===== src/design/bjdr_pkg.sv =====
`timescale 1ns / 1ps
// ----------------------------------------------------------------------------
// bjdr_pkg: shared types and constants for the joystick/button debouncer
// Key codes, phase encoding and the per-tick state and result records.
// ----------------------------------------------------------------------------
package bjdr_pkg;

	localparam int JOY_LINES   = 5;
	localparam int NUM_BUTTONS = 3;
	localparam int CNT_W       = 8;
	localparam int KEY_W       = 4;

	localparam logic [CNT_W-1:0] REARM_RESET = 8'd10;

	localparam logic [KEY_W-1:0] KEY_NONE     = 4'd0;
	localparam logic [KEY_W-1:0] KEY_JOY_BASE = 4'd1;
	localparam logic [KEY_W-1:0] KEY_BTN_BASE = 4'd6;

	localparam logic ACT_PRESSED  = 1'b0;
	localparam logic ACT_RELEASED = 1'b1;

	// Button debounce phase
	typedef enum logic [1:0] {
		PH_IDLE  = 2'd0,
		PH_ARMED = 2'd1,
		PH_DOWN  = 2'd2
	} phase_t;

	typedef logic [CNT_W-1:0] cnt_t;

	// Debouncer state
	typedef struct packed {
		cnt_t   [JOY_LINES-1:0]   hold_cnt;
		phase_t [NUM_BUTTONS-1:0] phase;
	} dbc_state_t;

	// One event record per tick
	typedef struct packed {
		logic [NUM_BUTTONS-1:0] irq_reenable;
		logic                   event_action;
		logic [KEY_W-1:0]       event_key;
	} dbc_result_t;

endpackage


===== src/design/button_joystick_debounce_rearm.sv =====
`timescale 1ns / 1ps
// ----------------------------------------------------------------------------
// button_joystick_debounce_rearm: joystick and button debouncer with rearm
// Pipeline: input register, then scan logic into the result register. Throughput:
// one tick per cycle while m_axis_tready does not stall the result register; the
// scan updates the hold counts and phases combinationally.
// Reset: hold counts cleared, buttons idle, rearm_count = 10, both stages empty.
// ----------------------------------------------------------------------------
module button_joystick_debounce_rearm
	import bjdr_pkg::*;
(
	input  logic        clk,
	input  logic        arst_n,
	// configuration write: rearm_count
	input  logic        cfg_valid,
	output logic        cfg_ready,
	input  logic [7:0]  cfg_data,
	// input ticks
	input  logic        s_axis_tvalid,
	output logic        s_axis_tready,
	// [4:0] joystick_levels, [7:5] button_levels, [10:8] button_irq_flags, rest 0
	input  logic [15:0] s_axis_tdata,
	// results
	output logic        m_axis_tvalid,
	input  logic        m_axis_tready,
	// [3:0] event_key, [4] event_action, [7:5] irq_reenable
	output logic [7:0]  m_axis_tdata
);

	logic                   valid_s1;
	logic [JOY_LINES-1:0]   joy_s1;
	logic [NUM_BUTTONS-1:0] lev_s1;
	logic [NUM_BUTTONS-1:0] flg_s1;
	cnt_t                   rearm_q;
	dbc_state_t             state_q;
	dbc_state_t             state_nxt;
	dbc_result_t            res_nxt;
	dbc_result_t            res_q;
	logic                   out_valid_q;
	logic                   advance;

	// Stage 1 moves into the result register when that is empty or being drained
	assign advance       = valid_s1 && (!out_valid_q || m_axis_tready);
	assign s_axis_tready = !valid_s1 || advance;
	assign cfg_ready     = 1'b1;

	// Configuration register
	always_ff @(posedge clk or negedge arst_n) begin
		if (!arst_n) begin
			rearm_q <= REARM_RESET;
		end else if (cfg_valid) begin
			rearm_q <= cfg_data;
		end
	end

	// Input register
	always_ff @(posedge clk or negedge arst_n) begin
		if (!arst_n) begin
			valid_s1 <= 1'b0;
		end else if (s_axis_tready) begin
			valid_s1 <= s_axis_tvalid;
		end
	end

	always_ff @(posedge clk) begin
		if (s_axis_tready && s_axis_tvalid) begin
			joy_s1 <= s_axis_tdata[4:0];
			lev_s1 <= s_axis_tdata[7:5];
			flg_s1 <= s_axis_tdata[10:8];
		end
	end

	// Scan logic
	bjdr_scan u_scan (
		.cur              (state_q),
		.rearm_count      (rearm_q),
		.joystick_levels  (joy_s1),
		.button_levels    (lev_s1),
		.button_irq_flags (flg_s1),
		.nxt              (state_nxt),
		.res              (res_nxt)
	);

	// Debouncer state
	always_ff @(posedge clk or negedge arst_n) begin
		if (!arst_n) begin
			for (int i = 0; i < JOY_LINES; i++)
				state_q.hold_cnt[i] <= '0;
			for (int i = 0; i < NUM_BUTTONS; i++)
				state_q.phase[i] <= PH_IDLE;
		end else if (advance) begin
			state_q <= state_nxt;
		end
	end

	// Result register
	always_ff @(posedge clk or negedge arst_n) begin
		if (!arst_n) begin
			out_valid_q <= 1'b0;
		end else if (advance) begin
			out_valid_q <= 1'b1;
		end else if (m_axis_tready) begin
			out_valid_q <= 1'b0;
		end
	end

	always_ff @(posedge clk) begin
		if (advance) begin
			res_q <= res_nxt;
		end
	end

	assign m_axis_tvalid = out_valid_q;
	assign m_axis_tdata  = res_q;

endmodule


===== src/design/bjdr_scan.sv =====
`timescale 1ns / 1ps
// ----------------------------------------------------------------------------
// bjdr_scan: one-tick scan of joystick lines and push buttons
// Priority scan of the joystick (line 4 first) and the buttons (button 0 first);
// returns the next state and the event for the tick.
// ----------------------------------------------------------------------------
module bjdr_scan
	import bjdr_pkg::*;
(
	input  dbc_state_t             cur,
	input  cnt_t                   rearm_count,
	input  logic [JOY_LINES-1:0]   joystick_levels,
	input  logic [NUM_BUTTONS-1:0] button_levels,
	input  logic [NUM_BUTTONS-1:0] button_irq_flags,
	output dbc_state_t             nxt,
	output dbc_result_t            res
);

	// Joystick: the first held line ends the scan; released lines above it report
	always_comb begin
		logic             done;
		logic [KEY_W-1:0] jkey;
		logic             jact;
		logic [KEY_W-1:0] bkey;
		logic             bact;
		logic             stop;
		cnt_t             c;
		phase_t           ph [NUM_BUTTONS];

		nxt  = cur;
		done = 1'b0;
		jkey = KEY_NONE;
		jact = ACT_PRESSED;
		bkey = KEY_NONE;
		bact = ACT_PRESSED;
		stop = 1'b0;
		c    = '0;
		res.irq_reenable = '0;

		for (int i = JOY_LINES - 1; i >= 0; i--) begin
			if (!done) begin
				if (!joystick_levels[i]) begin
					c = cur.hold_cnt[i] + 8'd1;
					nxt.hold_cnt[i] = c;
					if (c == 8'd1) begin
						jkey = KEY_JOY_BASE + KEY_W'(i);
						jact = ACT_PRESSED;
					end else if (c == rearm_count) begin
						nxt.hold_cnt[i] = '0;
						jkey = KEY_JOY_BASE + KEY_W'(i);
						jact = ACT_RELEASED;
					end
					done = 1'b1;
				end else if (cur.hold_cnt[i] != '0) begin
					nxt.hold_cnt[i] = '0;
					jkey = KEY_JOY_BASE + KEY_W'(i);
					jact = ACT_RELEASED;
				end
			end
		end

		// Arm idle buttons whose interrupt fired
		for (int i = 0; i < NUM_BUTTONS; i++) begin
			ph[i] = cur.phase[i];
			if (cur.phase[i] == PH_IDLE && button_irq_flags[i])
				ph[i] = PH_ARMED;
			nxt.phase[i] = ph[i];
		end

		// Button scan; an armed button reports pressed and stops the scan
		for (int i = 0; i < NUM_BUTTONS; i++) begin
			if (!stop) begin
				case (ph[i])
					PH_IDLE: begin
					end
					PH_ARMED: begin
						nxt.phase[i] = PH_DOWN;
						bkey = KEY_BTN_BASE + KEY_W'(i);
						bact = ACT_PRESSED;
						stop = 1'b1;
					end
					default: begin
						// down (and the unused code) waits for the line to go high
						if (button_levels[i]) begin
							nxt.phase[i] = PH_IDLE;
							bkey = KEY_BTN_BASE + KEY_W'(i);
							bact = ACT_RELEASED;
							res.irq_reenable[i] = 1'b1;
						end else begin
							nxt.phase[i] = PH_DOWN;
						end
					end
				endcase
			end
		end

		// Joystick event outranks button event
		if (jkey != KEY_NONE) begin
			res.event_key    = jkey;
			res.event_action = jact;
		end else if (bkey != KEY_NONE) begin
			res.event_key    = bkey;
			res.event_action = bact;
		end else begin
			res.event_key    = KEY_NONE;
			res.event_action = ACT_PRESSED;
		end
	end

endmodule

===== config.mk =====
export PLATFORM = sky130hd
export DESIGN_NAME = button_joystick_debounce_rearm
export DESIGN_NICKNAME = d
export VERILOG_FILES = /design/src/design/bjdr_pkg.sv /design/src/design/button_joystick_debounce_rearm.sv /design/src/design/bjdr_scan.sv
export SDC_FILE = /design/constraint.sdc
export NUM_CORES = 1
export LEC_CHECK = 0
export BUFFER_PORTS_ARGS = -buffer_cell sky130_fd_sc_hd__buf_4
export CORE_AREA = 2 2 152 125
export DETAILED_ROUTE_END_ITERATION = 6
export DIE_AREA = 0 0 154 127
export GPL_TIMING_DRIVEN = 0
export PLACE_DENSITY_LB_ADDON = 0.08
export SYNTH_ARGS = -nofsm -noshare
export SYNTH_HDL_FRONTEND = slang
export SYNTH_SLANG_ARGS = --single-unit

===== constraint.sdc =====
create_clock -name clk -period 3.85 [get_ports clk]
set_clock_uncertainty 0.2 [all_clocks]
set_input_delay 0 -clock clk [delete_from_list [all_inputs] [get_ports clk]]
set_output_delay 0 -clock clk [all_outputs]
set_load 0.02 [all_outputs]

==> metrics.cfg <==
[sta]
maxClockFrequency_mhz = 292
min_period_over_period_pct = 88.9
worst_slack_ns = 0.428
slew_viol_final = 0
worst_slew_pin_slew_ns = 1.05
timing.final.setup_violations = 0
finalHoldViolations = 0
layout_min_cycle_time_ns = 3.42
finalSetupTns_ns = 0
grt_setup_unrepaired = false
worst_slew_margin_rel_pct = 29.9

[detailed_routing]
post_drt_via_cell_ratio = 5.10
avgRoutedWirePerCell_microns = 17.0
residual_antenna_violating_net_count_after_detailed_routing = 0
route.detailed.drc = 0
drt-pass1-iter-count = 5
route.vias.total = 4622
detailed_router_s_first_iteration_violation_count = 335
route.final.wire_length_microns = 15400

[global_routing]
pin_count_of_the_biggest_net_entering_global_routing = 57
first_global_vias = 4422
grt_overflow_total = 0
grt.total_usage_pct = 16.4
global_route_wire_length_before_repair_microns = 24700
antenna_found_initial = 0

[synthesis]
ys.warnings.count = 0
synth_simple_gate_area_share_pct = 20.4
syn_area_per_cell_sq_um = 8.82
seq_area_frac_synth_pct = 37.1
synth_instances = 603
synth_top_family_by_area = simple AND/OR/NAND/NOR gates
dominantRegCellSynth = sky130_fd_sc_hd__dfrtp_1
synthArstFlopShare_pct = 74.7
synth-seq-cells = 75
synth-xor-area-share_pct = 11.0
syn-num-nets = 645
complex_gate_fraction_of_the_synthesized_area_pct = 19.5
synth_mux_area_share_pct = 2.09
synthesis.area_sq_um = 5320
number_of_enable_flip_flop_cells_after_synthesis = 19
yosys.cell_types.count = 73
yosys.area_share.adder_pct = 3.06

[placed_design]
count_of_input_and_output_buffers = 32
gp_congestion = 0.792
post_place_setup_slack_ns = 0.456
dpl.hpwl_microns = 10800
post_dp_cell_area_sq_um = 5850

[power_and_ir_drop]
clock_power_share_pct = 29.9
ir_worst_vdd_mv = 0.239
p_sw_mw = 1.06
p_sw_share_pct = 36.1
internal_power_mw = 1.87
comb_power_share_pct = 34.7
p_leak_nw = 2.62
design_power_total_mw = 2.92
p_per_area_nw_per_um2 = 457
power.share.sequential_pct = 35.4

[finish]
layout_commonest_cell = sky130_fd_sc_hd__nand2_1
n_antenna_cell = 0
final_core_utilization_pct = 35.8
area_growth_syn_to_layout_pct = 20.3
final_cell_area_sq_um = 6400
mostFrequentLayoutCells = sky130_fd_sc_hd__nand2_1 (62), sky130_fd_sc_hd__dfrtp_1 (54), sky130_fd_sc_hd__o21ai_0 (51)
final_nets = 713
post_route_cells_drive_above_1_share_pct = 15.5

[worst_setup_path]
timing_worst_setup_path_type = flop to flop
critPathLaunchType = flop
endpoint_kind = flop
required_ns = 3.80
signal_arrival_time_at_the_worst_endpoint_ns = 3.37
timing.critical_path.fanout_max = 10
worst_reg_to_reg_path_cell_count = 10

[clock_network]
clock_sink_count = 75
clock_tree.buffer_depth = 2
cts.clk_slew.worst_paths_ns = 0.06
insertion_delay_ns = 0.35
cts-buffers-inserted = 9
h-tree-depth = 3
clock-root-buffer = sky130_fd_sc_hd__clkbuf_16
total_of_cells_resized_after_clock_tree_synthesis = 0
tritoncts = yes

[floorplan]
initial_core_util_pct = 29.7
std_cell_rows = 44
chipWidth_microns = 154
die_height_microns = 127
core-area_sq_um = 17900
die-area_sq_um = 19600
ioPinCount = 40

[status]
run_status = finished clean

[min_path]
min-delay-path-class = primary input to flop
whs_path_depth = 2

[flow_run]
maxCapViolCount = 0

registers in the layout, summed over array words and instances (netlist names):
signal,cells
lev_s1,3
joy_s1,5
state_q,46
rearm_q,8
m_axis_tvalid,1
valid_s1,1
flg_s1,3
m_axis_tdata,8
area by class of cell:
cell class              count  area, sq um
clock inverters             3         20.0
multi-input cells         454         2990
well taps                 230          288
inverters                  29          109
flip-flops and latches     75         1970
fillers                  1791        11500
repair buffers             57          490
plain buffers              45          246
clock buffers              13          282
metrics by stage:
step | std cells | hold WS [ns]
2_1_floorplan | 603 | -0.496
3_3_place_gp | 865 | -0.0345
3_5_place_dp | 865 | -0.0357
4_1_cts | 906 | 0.0350
5_1_grt | 906 | 0.0592
6_report | 906 | 0.0314
path summary, 6_finish.rpt:
check,start,to,slack (ns)
worst min-delay path,cfg_valid,rearm_q[0],0.03
max in group asynchronous,arst_n,state_q[12],2.82
worst max-delay path,state_q[15],m_axis_tdata[3],0.43
worst max register to register,state_q[15],m_axis_tdata[3],0.43
worst min register to register,state_q[0],state_q[0],0.29
min in group asynchronous,arst_n,state_q[40],0.10
power groups by stage:
| stage | Sequential, mW | Clock (mW) | Combinational [mW] |
|---|---|---|---|
| 2_1_floorplan | 1.04 | 0 | 0.694 |
| 3_3_place_gp | 1.05 | 0 | 0.975 |
| 3_5_place_dp | 1.05 | 0 | 0.984 |
| 4_1_cts | 1.04 | 0.899 | 1.01 |
| 5_1_grt | 1.06 | 0.936 | 1.13 |
| 6_report | 1.04 | 0.874 | 1.01 |
synth_stat cells (all sizes together), types with 13 or more instances:
cell type	number	area share (%)
o31ai	16	2.4
nand2b	13	1.5
o21ai	53	5.2
clkbuf	13	0.96
dfrtp	54	25
ha	13	3.1
a21oi	24	2.3
edfxtp	19	11
inv	29	2.0
nor3	16	1.5
nor2	33	2.3
xor2	22	3.6
nand2	62	4.4
nand3	18	1.7
xnor2	45	7.4
buf	32	3.7
cell families (layout without fill, tap and decap cells):
family,after synthesis,count (layout)
AOI/OAI and AO/OA,154,154
other,1,1
DFF,75,75
xor gates and xnor gates,67,67
adders and majority gates,13,13
buffers and inverters,74,147
muxes,10,10
and+or+nand+nor,209,209
routing by layer:
metal  part of all wire [%]  global-route usage (%)
met5                      0                       0
met4                    1.3                    4.23
met3                    4.2                    3.63
met2                     40                    22.9
met1                     54                    25.2
what timing repair did:
action,in CTS,in global routing
setup buffers,0,0
hold buffers,25,0
endpoints found under the hold margin,75,0
worst max-delay path, stage by stage, from the launching register on:
cell and delay (ns):
sky130_fd_sc_hd__dfrtp_1 0.49, sky130_fd_sc_hd__ha_1 0.24, sky130_fd_sc_hd__clkbuf_1 0.36, sky130_fd_sc_hd__and4b_1 0.25
sky130_fd_sc_hd__nand3_1 0.07, sky130_fd_sc_hd__o211ai_1 0.11, sky130_fd_sc_hd__a22oi_2 0.22, sky130_fd_sc_hd__o31ai_2 0.21
sky130_fd_sc_hd__o21a_1 0.24, sky130_fd_sc_hd__or4b_1 0.55, sky130_fd_sc_hd__nor3_1 0.26
No activity file was read; power rests on OpenSTA's default activity.
